$ cat config.mk
export PLATFORM = sky130hd
export DESIGN_NAME = led_pwm_fade_sequencer_core
export DESIGN_NICKNAME = d
export VERILOG_FILES = /design/src/rtl/lpfs_pkg.sv /design/src/rtl/lpfs_muldiv.sv /design/src/rtl/led_pwm_fade_sequencer_core.sv
export VERILOG_INCLUDE_DIRS = /design/src /design/src/rtl
export SDC_FILE = /design/constraint.sdc
export NUM_CORES = 2
export LEC_CHECK = 0
export ABC_CLOCK_PERIOD_IN_PS = 16100
export BUFFER_PORTS_ARGS = -buffer_cell sky130_fd_sc_hd__buf_2
export CAP_MARGIN = 20
export CORE_ASPECT_RATIO = 1.2
export CORE_MARGIN = 2
export CORE_UTILIZATION = 40
export DETAILED_ROUTE_END_ITERATION = 8
export PLACE_DENSITY = 0.53
export SLEW_MARGIN = 20
export SYNTH_ARGS = -nofsm -noshare
export SYNTH_HDL_FRONTEND = slang
export SYNTH_SLANG_ARGS = --single-unit
$ cat constraint.sdc
create_clock -name clk -period 16.1 [get_ports clk]
set_input_delay 0.805 -clock clk [delete_from_list [all_inputs] [get_ports clk]]
set_output_delay 0.805 -clock clk [all_outputs]
set_load 0.01 [all_outputs]
$ cat src/rtl/led_pwm_fade_sequencer_core_defines.svh
// Assertion macros shared by the LED PWM fade sequencer RTL.
// Each use expands to one labeled concurrent assertion on clk, disabled while arst_n is low.
`ifndef LED_PWM_FADE_SEQUENCER_CORE_DEFINES_SVH
`define LED_PWM_FADE_SEQUENCER_CORE_DEFINES_SVH

// check cons in the same cycle as ante
`define LPFS_ASSERT_IMPL(name, ante, cons, msg) \
	name: assert property (@(posedge clk) disable iff (!arst_n) (ante) |-> (cons)) \
		else $error(msg);

// check cons in the cycle after ante
`define LPFS_ASSERT_NEXT(name, ante, cons, msg) \
	name: assert property (@(posedge clk) disable iff (!arst_n) (ante) |=> (cons)) \
		else $error(msg);

`endif

$ cat src/rtl/lpfs_pkg.sv
// Package for the LED PWM fade sequencer: constants, codes, state types and the
// command and response structs of the shared multiply/divide unit. No dependencies.
package lpfs_pkg;

	localparam int CHANNELS = 3;
	localparam int CH_W     = 2;
	localparam int PROD_W   = 49;
	localparam int CNT_W    = 6;

	localparam logic [CNT_W-1:0] DIV_LAST   = CNT_W'(PROD_W - 1);
	localparam logic [15:0]      FULL_SCALE = 16'd65025;
	localparam logic [16:0]      RATE_RESET = 17'd1000;
	localparam logic [16:0]      MS_PER_S   = 17'd1000;
	localparam logic [2:0]       MASK_RESET = 3'd7;
	localparam logic [2:0]       CH_MASK    = 3'((1 << CHANNELS) - 1);

	typedef enum logic {
		OP_TICK = 1'b0,
		OP_SET  = 1'b1
	} op_t;

	typedef enum logic {
		CFG_TICK_RATE = 1'b0,
		CFG_CHAN_MASK = 1'b1
	} cfg_reg_t;

	typedef enum logic {
		AU_OP_MUL,
		AU_OP_MULDIV
	} au_op_t;

	typedef enum logic [1:0] {
		AU_IDLE,
		AU_MUL,
		AU_DIV
	} au_state_t;

	typedef enum logic [4:0] {
		ST_IDLE,
		ST_MS,
		ST_T0,
		ST_T0W,
		ST_T1,
		ST_T2,
		ST_T3,
		ST_T4,
		ST_SA,
		ST_SB,
		ST_SBW,
		ST_SC,
		ST_SD,
		ST_RETIME,
		ST_EMIT,
		ST_EON,
		ST_EOFF,
		ST_EDIV,
		ST_EOUT
	} seq_state_t;

	typedef struct packed {
		logic        start;
		au_op_t      op;
		logic [31:0] a;
		logic [16:0] b;
		logic [16:0] d;
	} au_cmd_t;

	typedef struct packed {
		logic              done;
		logic [PROD_W-1:0] q;
	} au_rsp_t;

	typedef struct packed {
		logic [15:0] full_off;
		logic [15:0] fade_out;
		logic [15:0] full_on;
		logic [15:0] fade_in;
	} timing_t;

	typedef struct packed {
		logic [7:0] on;
		logic [7:0] off;
	} levels_t;

	function automatic logic [31:0] sat32(input logic [PROD_W-1:0] v);
		return (|v[PROD_W-1:32]) ? 32'hFFFF_FFFF : v[31:0];
	endfunction

endpackage

$ cat src/rtl/lpfs_muldiv.sv
// Shared arithmetic unit: one 32x17 multiply, optionally followed by a restoring
// division of the 49-bit product, one quotient bit per cycle. Uses lpfs_pkg.
`include "led_pwm_fade_sequencer_core_defines.svh"

module lpfs_muldiv (
	input  logic              clk,
	input  logic              arst_n,
	input  lpfs_pkg::au_cmd_t cmd,
	output lpfs_pkg::au_rsp_t rsp
);
	import lpfs_pkg::*;

	au_state_t         state_q, state_d;
	au_op_t            op_q;
	logic [31:0]       a_q;
	logic [16:0]       b_q, d_q;
	logic [PROD_W-1:0] acc_q;
	logic [16:0]       rem_q;
	logic [CNT_W-1:0]  cnt_q;
	logic              done_q;
	logic [17:0]       trial, diff;
	logic              take;

	always_comb begin
		trial = {rem_q, acc_q[PROD_W-1]};
		diff  = trial - {1'b0, d_q};
		take  = trial >= {1'b0, d_q};
	end

	always_comb begin
		state_d = state_q;
		case (state_q)
			AU_IDLE: if (cmd.start) state_d = AU_MUL;
			AU_MUL:  state_d = (op_q == AU_OP_MULDIV) ? AU_DIV : AU_IDLE;
			AU_DIV:  if (cnt_q == DIV_LAST) state_d = AU_IDLE;
			default: state_d = AU_IDLE;
		endcase
	end

	always_ff @(posedge clk or negedge arst_n) begin
		if (!arst_n) begin
			state_q <= AU_IDLE;
			done_q  <= 1'b0;
		end else begin
			state_q <= state_d;
			done_q  <= (state_q == AU_MUL && op_q == AU_OP_MUL) ||
				(state_q == AU_DIV && cnt_q == DIV_LAST);
		end
	end

	always_ff @(posedge clk) begin
		case (state_q)
			AU_IDLE: begin
				if (cmd.start) begin
					op_q <= cmd.op;
					a_q  <= cmd.a;
					b_q  <= cmd.b;
					d_q  <= cmd.d;
				end
			end
			AU_MUL: begin
				acc_q <= {17'b0, a_q} * {32'b0, b_q};
				rem_q <= '0;
				cnt_q <= '0;
			end
			AU_DIV: begin
				acc_q <= {acc_q[PROD_W-2:0], take};
				rem_q <= take ? diff[16:0] : trial[16:0];
				cnt_q <= cnt_q + CNT_W'(1);
			end
			default: ;
		endcase
	end

	always_comb begin
		rsp.done = done_q;
		rsp.q    = acc_q;
	end

	`LPFS_ASSERT_IMPL(a_start_when_idle, cmd.start, state_q == AU_IDLE, "request while busy")
	`LPFS_ASSERT_NEXT(a_done_single, done_q, !done_q, "done longer than one cycle")
	`LPFS_ASSERT_IMPL(a_cnt_range, state_q == AU_DIV, cnt_q <= DIV_LAST, "divide step out of range")

endmodule

$ cat src/rtl/led_pwm_fade_sequencer_core.sv
// Top level of the LED PWM fade sequencer: request decode, phase sequencer and
// result register. Uses lpfs_pkg and lpfs_muldiv.
`include "led_pwm_fade_sequencer_core_defines.svh"

// Breathing sequencer for up to three LED channels. A set request stores new
// colour, levels and phase times; a tick request while running converts the tick count to
// milliseconds, walks fade out, switch, fade in, full on, fade out and full off,
// and sends one duty (0 to 65025) per enabled channel, tlast on the final one
// and tuser high when the sequence halts after that tick. All multiplication
// and division runs on one shared multiply/divide unit with a 49-step restoring
// divider. A tick may switch to the pending settings, or wrap and re-time the
// count instead of sending duties; a set request re-times the count only when
// the colour changes. The block takes a new request only when the previous one
// is done; the last duty may still wait in the output register meanwhile.
module led_pwm_fade_sequencer_core (
	input  logic          clk,
	input  logic          arst_n,
	input  logic          cfg_we,
	input  logic          cfg_index,
	input  logic [16:0]   cfg_wdata,
	input  logic          s_axis_tvalid,
	output logic          s_axis_tready,
	// bright_ch0, bright_ch1, bright_ch2, level_on, level_off,
	// fade_in_ms, full_on_ms, fade_out_ms, full_off_ms
	input  logic [103:0]  s_axis_tdata,
	// operation
	input  logic          s_axis_tuser,
	output logic          m_axis_tvalid,
	input  logic          m_axis_tready,
	// channel, duty, zero fill
	output logic [23:0]   m_axis_tdata,
	output logic          m_axis_tlast,
	// halted
	output logic          m_axis_tuser
);
	import lpfs_pkg::*;

	seq_state_t      state_q, state_d;
	logic [16:0]     rate_q, rate_eff;
	logic [2:0]      mask_q, ch_mask, above;
	logic            running_q, is_set_q, halt_q;
	logic [31:0]     count_q, ms_q;
	logic [2:0][7:0] act_col_q, pend_col_q, in_col;
	levels_t         act_lvl_q, pend_lvl_q, in_lvl;
	timing_t         act_tm_q, pend_tm_q, in_tm;
	op_t             in_op;
	logic [15:0]     num_q, den_q, on_q, off_q, duty_q, duty_calc, off_new, abs_diff;
	logic [CH_W-1:0] ch_q, out_ch_q;
	logic            out_valid_q, out_last_q, out_halt_q;
	logic [15:0]     out_duty_q;
	logic            in_acc, out_free, differ, col_chg, ch_done, ch_en, last_calc;
	logic            lt_fi, lt_fon, lt_fo, lt_foff;
	logic            emit_go, emit_halt, ms_sub_go;
	logic [15:0]     emit_num, emit_den, ms_sub;
	logic [16:0]     qs;
	logic [17:0]     sum;
	au_cmd_t         au_cmd;
	au_rsp_t         au_rsp;

	lpfs_muldiv u_muldiv (
		.clk    (clk),
		.arst_n (arst_n),
		.cmd    (au_cmd),
		.rsp    (au_rsp)
	);

	always_comb begin
		in_op       = op_t'(s_axis_tuser);
		in_col      = s_axis_tdata[23:0];
		in_lvl.on   = s_axis_tdata[31:24];
		in_lvl.off  = s_axis_tdata[39:32];
		in_tm.fade_in  = s_axis_tdata[55:40];
		in_tm.full_on  = s_axis_tdata[71:56];
		in_tm.fade_out = s_axis_tdata[87:72];
		in_tm.full_off = s_axis_tdata[103:88];

		s_axis_tready = state_q == ST_IDLE;
		in_acc   = s_axis_tvalid && s_axis_tready;
		out_free = !out_valid_q || m_axis_tready;
		rate_eff = (rate_q == '0) ? 17'd1 : rate_q;
		differ   = act_col_q != pend_col_q || act_lvl_q != pend_lvl_q || act_tm_q != pend_tm_q;
		col_chg  = in_col != act_col_q;

		lt_fi   = ms_q < {16'b0, act_tm_q.fade_in};
		lt_fon  = ms_q < {16'b0, act_tm_q.full_on};
		lt_fo   = ms_q < {16'b0, act_tm_q.fade_out};
		lt_foff = ms_q < {16'b0, act_tm_q.full_off};

		ch_done   = ch_q == CH_W'(CHANNELS);
		ch_mask   = mask_q & CH_MASK;
		ch_en     = ch_mask[ch_q];
		above     = ch_mask >> ch_q;
		last_calc = ~|above[2:1];

		off_new  = au_rsp.q[15:0];
		abs_diff = (on_q >= off_new) ? on_q - off_new : off_new - on_q;

		qs = (|au_rsp.q[PROD_W-1:17]) ? 17'h1FFFF : au_rsp.q[16:0];
		sum = {2'b0, off_q} + {1'b0, qs};
		if (on_q >= off_q)
			duty_calc = (sum > {2'b0, FULL_SCALE}) ? FULL_SCALE : sum[15:0];
		else
			duty_calc = (qs > {1'b0, off_q}) ? 16'd0 : off_q - qs[15:0];
	end

	always_comb begin
		state_d = state_q;
		case (state_q)
			ST_IDLE: begin
				if (in_acc) begin
					if (in_op == OP_SET)
						state_d = col_chg ? ST_MS : ST_IDLE;
					else
						state_d = running_q ? ST_MS : ST_IDLE;
				end
			end
			ST_MS:     if (au_rsp.done) state_d = is_set_q ? ST_SA : ST_T0;
			ST_T0:     state_d = lt_fo ? ST_EMIT : (differ ? ST_T0W : ST_T1);
			ST_T0W:    if (au_rsp.done) state_d = ST_T1;
			ST_T1:     state_d = (lt_fi || act_tm_q.full_off == '0) ? ST_EMIT : ST_T2;
			ST_T2:     state_d = lt_fon ? ST_EMIT : ST_T3;
			ST_T3:     state_d = (lt_fo || act_tm_q.full_on == '0) ? ST_EMIT : ST_T4;
			ST_T4:     state_d = lt_foff ? ST_EMIT : ST_RETIME;
			ST_SA:     state_d = lt_fo ? ST_RETIME : ST_SB;
			ST_SB:     state_d = lt_fi ? ST_SBW : ST_SC;
			ST_SBW:    if (au_rsp.done) state_d = ST_RETIME;
			ST_SC:     state_d = lt_fon ? ST_RETIME : ST_SD;
			ST_SD:     state_d = ST_RETIME;
			ST_RETIME: if (au_rsp.done) state_d = ST_IDLE;
			ST_EMIT: begin
				if (ch_done)
					state_d = ST_IDLE;
				else if (ch_en)
					state_d = ST_EON;
			end
			ST_EON:    if (au_rsp.done) state_d = ST_EOFF;
			ST_EOFF:   if (au_rsp.done) state_d = (den_q == '0) ? ST_EOUT : ST_EDIV;
			ST_EDIV:   if (au_rsp.done) state_d = ST_EOUT;
			ST_EOUT:   if (out_free) state_d = ST_EMIT;
			default:   state_d = ST_IDLE;
		endcase
	end

	always_comb begin
		au_cmd       = '0;
		au_cmd.op    = AU_OP_MULDIV;
		au_cmd.b     = rate_eff;
		au_cmd.d     = MS_PER_S;
		emit_go      = 1'b0;
		emit_halt    = 1'b0;
		emit_num     = 16'd0;
		emit_den     = 16'd1;
		ms_sub_go    = 1'b0;
		ms_sub       = act_tm_q.fade_out;
		case (state_q)
			ST_IDLE: begin
				if (in_acc && ((in_op == OP_SET) ? col_chg : running_q)) begin
					au_cmd.start = 1'b1;
					au_cmd.a     = count_q;
					au_cmd.b     = MS_PER_S;
					au_cmd.d     = rate_eff;
				end
			end
			ST_T0: begin
				if (lt_fo) begin
					emit_go  = 1'b1;
					emit_num = act_tm_q.fade_out - ms_q[15:0];
					emit_den = act_tm_q.fade_out;
				end else if (differ) begin
					au_cmd.start = 1'b1;
					au_cmd.a     = {16'b0, pend_tm_q.fade_out};
				end else begin
					ms_sub_go = 1'b1;
				end
			end
			ST_T1: begin
				if (lt_fi) begin
					emit_go  = 1'b1;
					emit_num = ms_q[15:0];
					emit_den = act_tm_q.fade_in;
				end else if (act_tm_q.full_off == '0) begin
					emit_go   = 1'b1;
					emit_halt = 1'b1;
					emit_num  = 16'd1;
				end else begin
					ms_sub_go = 1'b1;
					ms_sub    = act_tm_q.fade_in;
				end
			end
			ST_T2: begin
				if (lt_fon) begin
					emit_go  = 1'b1;
					emit_num = 16'd1;
				end else begin
					ms_sub_go = 1'b1;
					ms_sub    = act_tm_q.full_on;
				end
			end
			ST_T3: begin
				if (lt_fo) begin
					emit_go  = 1'b1;
					emit_num = act_tm_q.fade_out - ms_q[15:0];
					emit_den = act_tm_q.fade_out;
				end else if (act_tm_q.full_on == '0) begin
					emit_go   = 1'b1;
					emit_halt = 1'b1;
				end else begin
					ms_sub_go = 1'b1;
				end
			end
			ST_T4: begin
				if (lt_foff) begin
					emit_go = 1'b1;
				end else begin
					au_cmd.start = 1'b1;
					au_cmd.a     = {16'b0, act_tm_q.fade_out};
				end
			end
			ST_SA: begin
				if (lt_fo) begin
					au_cmd.start = 1'b1;
					au_cmd.a     = ms_q;
				end else begin
					ms_sub_go = 1'b1;
				end
			end
			ST_SB: begin
				if (lt_fi) begin
					au_cmd.start = 1'b1;
					au_cmd.a     = ms_q;
					au_cmd.b     = {1'b0, act_tm_q.fade_out};
					au_cmd.d     = {1'b0, act_tm_q.fade_in};
				end else begin
					ms_sub_go = 1'b1;
					ms_sub    = act_tm_q.fade_in;
				end
			end
			ST_SBW: begin
				if (au_rsp.done) begin
					au_cmd.start = 1'b1;
					au_cmd.a     = {16'b0, act_tm_q.fade_out} - au_rsp.q[31:0];
				end
			end
			ST_SC: begin
				if (lt_fon) begin
					au_cmd.start = 1'b1;
					au_cmd.a     = 32'd0;
				end else begin
					ms_sub_go = 1'b1;
					ms_sub    = act_tm_q.full_on;
				end
			end
			ST_SD: begin
				au_cmd.start = 1'b1;
				au_cmd.a     = lt_fo ? ms_q : {16'b0, act_tm_q.fade_out};
			end
			ST_EMIT: begin
				if (!ch_done && ch_en) begin
					au_cmd.start = 1'b1;
					au_cmd.op    = AU_OP_MUL;
					au_cmd.a     = {24'b0, act_col_q[ch_q]};
					au_cmd.b     = {9'b0, act_lvl_q.on};
				end
			end
			ST_EON: begin
				if (au_rsp.done) begin
					au_cmd.start = 1'b1;
					au_cmd.op    = AU_OP_MUL;
					au_cmd.a     = {24'b0, act_col_q[ch_q]};
					au_cmd.b     = {9'b0, act_lvl_q.off};
				end
			end
			ST_EOFF: begin
				if (au_rsp.done && den_q != '0) begin
					au_cmd.start = 1'b1;
					au_cmd.a     = {16'b0, abs_diff};
					au_cmd.b     = {1'b0, num_q};
					au_cmd.d     = {1'b0, den_q};
				end
			end
			default: ;
		endcase
	end

	always_ff @(posedge clk or negedge arst_n) begin
		if (!arst_n) begin
			state_q     <= ST_IDLE;
			rate_q      <= RATE_RESET;
			mask_q      <= MASK_RESET;
			running_q   <= 1'b0;
			is_set_q    <= 1'b0;
			halt_q      <= 1'b0;
			count_q     <= '0;
			act_col_q   <= '0;
			pend_col_q  <= '0;
			act_lvl_q   <= '0;
			pend_lvl_q  <= '0;
			act_tm_q    <= '0;
			pend_tm_q   <= '0;
			ch_q        <= '0;
			out_valid_q <= 1'b0;
		end else begin
			state_q <= state_d;
			if (cfg_we) begin
				case (cfg_reg_t'(cfg_index))
					CFG_TICK_RATE: rate_q <= cfg_wdata;
					CFG_CHAN_MASK: mask_q <= cfg_wdata[2:0];
					default: ;
				endcase
			end
			if (state_q == ST_EOUT && out_free)
				out_valid_q <= 1'b1;
			else if (m_axis_tvalid && m_axis_tready)
				out_valid_q <= 1'b0;
			if (emit_go) begin
				ch_q   <= '0;
				halt_q <= emit_halt;
			end
			case (state_q)
				ST_IDLE: begin
					if (in_acc) begin
						is_set_q <= in_op == OP_SET;
						if (in_op == OP_SET) begin
							pend_col_q <= in_col;
							pend_lvl_q <= in_lvl;
							pend_tm_q  <= in_tm;
							running_q  <= 1'b1;
						end else if (running_q) begin
							count_q <= count_q + 32'd1;
						end
					end
				end
				ST_T0: begin
					if (!lt_fo && differ) begin
						act_col_q <= pend_col_q;
						act_lvl_q <= pend_lvl_q;
						act_tm_q  <= pend_tm_q;
					end
				end
				ST_T0W, ST_RETIME: if (au_rsp.done) count_q <= sat32(au_rsp.q);
				ST_EMIT: begin
					if (ch_done) begin
						if (halt_q)
							running_q <= 1'b0;
					end else if (!ch_en) begin
						ch_q <= ch_q + CH_W'(1);
					end
				end
				ST_EOUT: begin
					if (out_free)
						ch_q <= ch_q + CH_W'(1);
				end
				default: ;
			endcase
		end
	end

	always_ff @(posedge clk) begin
		if (emit_go) begin
			num_q <= emit_num;
			den_q <= emit_den;
		end
		if (ms_sub_go)
			ms_q <= ms_q - {16'b0, ms_sub};
		case (state_q)
			ST_MS: if (au_rsp.done) ms_q <= sat32(au_rsp.q);
			ST_T0: if (!lt_fo && differ) ms_q <= '0;
			ST_EON: if (au_rsp.done) on_q <= au_rsp.q[15:0];
			ST_EOFF: begin
				if (au_rsp.done) begin
					off_q  <= off_new;
					duty_q <= off_new;
				end
			end
			ST_EDIV: if (au_rsp.done) duty_q <= duty_calc;
			ST_EOUT: begin
				if (out_free) begin
					out_ch_q   <= ch_q;
					out_duty_q <= duty_q;
					out_last_q <= last_calc;
					out_halt_q <= halt_q;
				end
			end
			default: ;
		endcase
	end

	always_comb begin
		m_axis_tvalid = out_valid_q;
		m_axis_tdata  = {6'b0, out_duty_q, out_ch_q};
		m_axis_tlast  = out_last_q;
		m_axis_tuser  = out_halt_q;
	end

	`LPFS_ASSERT_IMPL(a_idle_unit_quiet, s_axis_tready, !au_rsp.done, "unit result while idle")
	`LPFS_ASSERT_IMPL(a_duty_range, m_axis_tvalid, out_duty_q <= FULL_SCALE, "duty above full scale")
	`LPFS_ASSERT_IMPL(a_ch_range, 1'b1, ch_q <= CH_W'(CHANNELS), "channel counter out of range")

endmodule
# Yosys cells after proc, flatten, opt, wreduce, memory -nomap -nowiden
# Index checks and enable logic that the tools add are counted.
dict set report word_totals {
  in_bits 128
  wordCells 293
  regBits 545
  out_inout_bits 28
}
dict set report classes {
  multipliers 1
  bitwise_logic 2
  order_cmp 10
  reduce_logical 51
  add_sub_neg 11
  n_eq_ne 44
  n_mux 127
  shift 1
}
# op n
set ops {}
lappend ops {{$mux W32} 11}
lappend ops {{$pmux W32 S10} 1}
lappend ops {{$mux W16} 17}
lappend ops {{$mux W66} 2}
lappend ops {{$lt A32 B16 Y1} 4}
lappend ops {{$pmux W32 S2} 2}
lappend ops {{$mux W51} 2}
lappend ops {{$pmux W49 S2} 1}
lappend ops {{$pmux W16 S3} 2}
lappend ops {{$pmux W5 S19} 1}
lappend ops {{$pmux W17 S5} 1}
lappend ops {{$ne A64 B64 Y1} 1}
lappend ops {{$pmux W16 S2} 2}
lappend ops {{$sub A16 B16 Y16} 4}
lappend ops {{$mux W5} 11}
lappend ops {{$mux W17} 3}
lappend ops {{$pmux W17 S3} 1}
lappend ops {{$mux W50} 1}
lappend ops {{$mul A32 B17 Y49} 1}
lappend ops {{$logic_not A16 Y1} 3}
lappend ops {{$ne A24 B24 Y1} 2}
lappend ops {{$eq A5 B4 Y1 const B} 8}
lappend ops {{$mux W1} 40}
lappend ops {{$pmux W17 S2} 1}
lappend ops {{53 further kinds} 125}

# Depth between registers and ports, before layout
dict set report logic_depth {
  word_depth 9
  ltp_mapped 26
  depth_no_buf 24
}

# By module
# From an unflattened synthesis, not the netlist that was laid out.
dict set report hier_totals {
  hier_cells 5722
  hier_area_um2 52349.0
}
# mod area_each_um2 cells_each instances seq_area_each_um2
set by_module_without_submodules {}
lappend by_module_without_submodules {led_pwm_fade_sequencer_core 28517.4 3164 1 10436.3}
lappend by_module_without_submodules {lpfs_muldiv 23831.6 2558 1 4249.1}

# Worst setup path after synthesis
# OpenSTA, ideal clock, no wires.
dict set report synth_timing {
  kind {flip-flop to flip-flop}
  from {register u_muldiv.a_q[28]}
  to {register u_muldiv.acc_q[48], data pin}
  path_stages_with_launch 25
  t_arrival_ps 6336
  setup_time_ps 260
  path_buffers 2
  required_ps 15840
  synth_period_minus_slack_ps 6596
  setup_slack_ps 9504
  cell_sequence {edfxtp_1 -> clkbuf_1 -> clkbuf_1 -> nand2_1 -> fa_1 -> inv_1 -> fa_1 -> inv_1 -> fa_1 -> inv_1 -> fa_1 -> fa_1 -> inv_1 -> fa_1 -> inv_1 -> ha_1 -> a21o_1 -> a21o_1 -> a21oi_1 -> or3b_2 -> o21ai_1 -> o211ai_1 -> a21oi_1 -> xnor2_1 -> mux2_2}
}
dict set report synth_between {
  elab_chain_len 2
}
# item line_no
set synth_rtl {}
lappend synth_rtl {{start, declared} lpfs_muldiv.sv:15} ;# logic [31:0] a_q;
lappend synth_rtl {{start signal, assigned} lpfs_muldiv.sv:56} ;# a_q <= cmd.a;
lappend synth_rtl {{$mul A32 B17 Y49} lpfs_muldiv.sv:62} ;# acc_q <= {17'b0, a_q} * {32'b0, b_q};
lappend synth_rtl {{$pmux W49 S2} lpfs_muldiv.sv:52} ;# case (state_q)
lappend synth_rtl {{end signal, assigned} lpfs_muldiv.sv:62}
lappend synth_rtl {{end signal, assigned} lpfs_muldiv.sv:67} ;# acc_q <= {acc_q[PROD_W-2:0], take};
lappend synth_rtl {{end, declared} lpfs_muldiv.sv:17} ;# logic [PROD_W-1:0] acc_q;
# No other way between the ends.
# A chain may end at the register's enable or synchronous reset.

# Worst setup path in the final report
dict set report layout_timing {
  from {register u_muldiv.a_q[6]}
  to {register u_muldiv.acc_q[47], data pin}
}
# The elaborated chain is that of the path after synthesis.

==> flow_summary.json <==
{
  "tritoncts": "done",
  "setup_tns_ps": 0,
  "avgRoutedWirePerCell_um": 23.6,
  "synth.distinct_cells": 93,
  "leakage_nw": 25.4,
  "crit_path_end_kind": "flip-flop",
  "syn_to_final_growth_pct": 8.78,
  "grt_setup_unrepaired": "no",
  "max-vdd-ir-drop_mv": 0.114,
  "core_area_um2": 128000,
  "grtUsageTotal_pct": 26.6,
  "startpoint_type": "flip-flop",
  "synth_compound_area_share_pct": 12.8,
  "fin_ws_ps": 8320,
  "finalInstanceArea_um2": 56100,
  "crit_type": "flip-flop to flip-flop",
  "crit_start": "u_muldiv.a_q[6]",
  "relSlewSlack_pct": 20.5,
  "synthSimpleGateAreaFrac_pct": 16.1,
  "numPlacedInstances": 7325,
  "place_hpwl_mm": 136,
  "seq_area_um2": 14700,
  "clock_latency_ps": 670,
  "r2r-start": "u_muldiv.a_q[6]",
  "hold_slack_ps": 177,
  "seq_area_frac_synth_pct": 28.5,
  "port_buffers": 149,
  "synth_top_area_cell": "fa_1",
  "cts.sinks": 545,
  "overflow": 0,
  "setup_viol": 0,
  "die_height_um": 397,
  "run_status": "finished, final reports clean",
  "ys.flop_type": "dfrtp_1",
  "required_ps": 16500,
  "post-route-util_pct": 43.8,
  "dp_slack_ps": 8310,
  "multi_input_area_um2": 33000,
  "clockRootBuffer": "clkbuf_16",
  "clkSlewWorstSetupHoldPaths_ps": 70,
  "placed_area_um2": 54200,
  "drv_slew": 0,
  "synth_most_common_cell": "nand2_1",
  "synthMuxAreaShare_pct": 3.99,
  "routed_wl_mm": 175,
  "die_w_um": 332,
  "die_area_um2": 132000,
  "synthTopCellsByCount": "nand2_1 (851), inv_1 (780), fa_1 (457), ha_1 (352), o21ai_0 (333)",
  "async_flop_share_pct": 50.3,
  "synth_top_family_by_area": "adder cells",
  "hold_violations": 0,
  "dr.pass1.iters": 9,
  "synth-edff-count": 239,
  "max-cap-violations": 0,
  "syn_area_per_cell_um2": 9.11,
  "synthAdderAreaFrac_pct": 26.3,
  "fin_crit_sh_pct": 48.3,
  "grt_max_degree": 108,
  "first_global_vias": 42600,
  "cp-endpoint": "u_muldiv.acc_q[47]",
  "hold_class": "input pin to asynchronous set/reset pin",
  "drive_gt1_share_pct": 9.38,
  "ys_top_cells_by_area": "fa_1 (18%), edfxtp_1 (14%), dfrtp_1 (13%), ha_1 (8.5%), nand2_1 (6.2%)",
  "ant_nets": 0,
  "synth_xor_area_share_pct": 4.58,
  "synthesis.area_um2": 51600,
  "skew_ps": 27.8,
  "power.total_mw": 6.71,
  "worstPathMaxFanout": 17,
  "final_nets": 6644,
  "avgViaCountPerCell": 5.58,
  "route.detailed.drc": 0,
  "pwr_density_cell_nw_per_um2": 120,
  "ff2ff_path_depth": 22,
  "r2r_slack_ps": 8320,
  "rows": 144,
  "postCtsSetupBuffers": 0,
  "routabilityCongestion": 0.974,
  "post-synth-top-area-fraction_pct": 17.7,
  "grt_pass1_wl_mm": 268,
  "io-pin-count": 156,
  "tightest_slew_ps": 1180,
  "cp.arrival_ps": 8180,
  "cts_resized": 0,
  "timing.fmax_mhz": 129,
  "drtIter0Drc": 3112,
  "initial_utilization_pct": 40.2,
  "htree_levels": 2,
  "syn_inst": 5666,
  "numCtsBuffers": 59,
  "fin_cells": 7438,
  "period_needed_ps": 7780,
  "yosys_register_bits": 545,
  "antenna_found_initial": 6,
  "fillers": 12700,
  "synth_warnings": 0,
  "routed-via-count": 41500,
  "r2r_end": "u_muldiv.acc_q[47]",
  "hold_buffers": 0,
  "cts.path.max_buffers": 3
}
[layout make-up]
cell class / count / share of cell area (%)
inverters: 782 / 5.23
diodes: 2 / 0.00892
repair buffers: 240 / 2.57
clock buffers: 76 / 2.91
well taps: 1679 / 3.74
clock inverters: 35 / 0.557
multi-input cells: 4079 / 58.8
flip-flops and latches: 545 / 26.2
[critical path, cell delays in order (launching register included)]
cell	delay [ps]
edfxtp_1	740
and2_1	330
fa_1	510
inv_1	60
fa_1	560
fa_1	450
fa_1	500
inv_1	60
fa_1	530
inv_1	60
fa_1	540
inv_1	40
ha_1	350
o211ai_1	160
a211oi_1	500
o21ai_0	230
a21oi_1	360
o21ai_0	290
a21oi_1	500
a41oi_1	260
o21ai_0	260
xnor2_1	140
o21ai_0	80
[routing by layer]
metal / wire, µm / global-route usage [%] / vias to the layer above
met5: 13 / 0 / -
met4: 10700 / 13.8 / 2
met3: 9340 / 3.05 / 393
met2: 84700 / 45.6 / 1385
met1: 70700 / 33.2 / 20700
li1: - / - / 19000
[how the worst min path moves through the flow]
stage / start / end / slack [ps] / cells past startpoint
6_report: arst_n / act_col_q[11] / 180 / 1
5_1_grt: arst_n / act_col_q[14] / 280 / 1
4_1_cts: arst_n / pend_col_q[18] / 250 / 1
3_5_place_dp: duty_q[1] / out_duty_q[1] / 400 / 0
3_3_place_gp: duty_q[15] / out_duty_q[15] / 400 / 0
2_1_floorplan: duty_q[0] / out_duty_q[0] / 400 / 0
[cell usage in the layout, fill, tap and decap left out, drive strengths merged, types with 22 or more instances in the layout]
| master | count |
|---|---|
| or3 | 22 |
| a221oi | 33 |
| dfrtp | 265 |
| buf | 240 |
| xnor2 | 206 |
| xor2 | 64 |
| edfxtp | 239 |
| dfxtp | 32 |
| a21o | 70 |
| mux2i | 46 |
| nand2b | 61 |
| nand3 | 92 |
| mux2 | 142 |
| a21oi | 263 |
| nor2 | 202 |
| o211ai | 33 |
| clkinv | 24 |
| a31oi | 24 |
| nor3 | 67 |
| inv | 783 |
| a211oi | 35 |
| nor4 | 49 |
| nor2b | 30 |
| o21ai | 353 |
| o21a | 23 |
| nand4 | 67 |
| a222oi | 29 |
| and2 | 225 |
| and3 | 25 |
| fa | 457 |
| nand2 | 851 |
| ha | 352 |
| clkbuf | 76 |
[where the power goes]
part / leakage (nW) / total (mW) / switching (mW) / internal (mW)
Clock: 0.944 / 1.41 / 0.632 / 0.780
Sequential: 5.86 / 2.33 / 0.518 / 1.81
Combinational: 18.6 / 2.97 / 1.85 / 1.12
Total: 25.4 / 6.71 / 3.00 / 3.71
[cell families (layout without fill, tap and decap cells)]
group,after synthesis,after routing
and+or+nand+nor,1759,1759
adders and majority gates,809,809
DFF,545,545
AOI/OAI and AO/OA,1047,1047
muxes,188,188
other,1,8
xor gates and xnor gates,270,270
buffers and inverters,1047,1133
[flip-flops by register name (all words and copies together), names as in the netlist, 24 cells and up]
register / flops
act_col_q: 24
act_tm_q: 64
count_q: 32
ms_q: 32
pend_col_q: 24
pend_tm_q: 64
u_muldiv.a_q: 32
u_muldiv.acc_q: 49
Power figures use the tool's default switching activity.
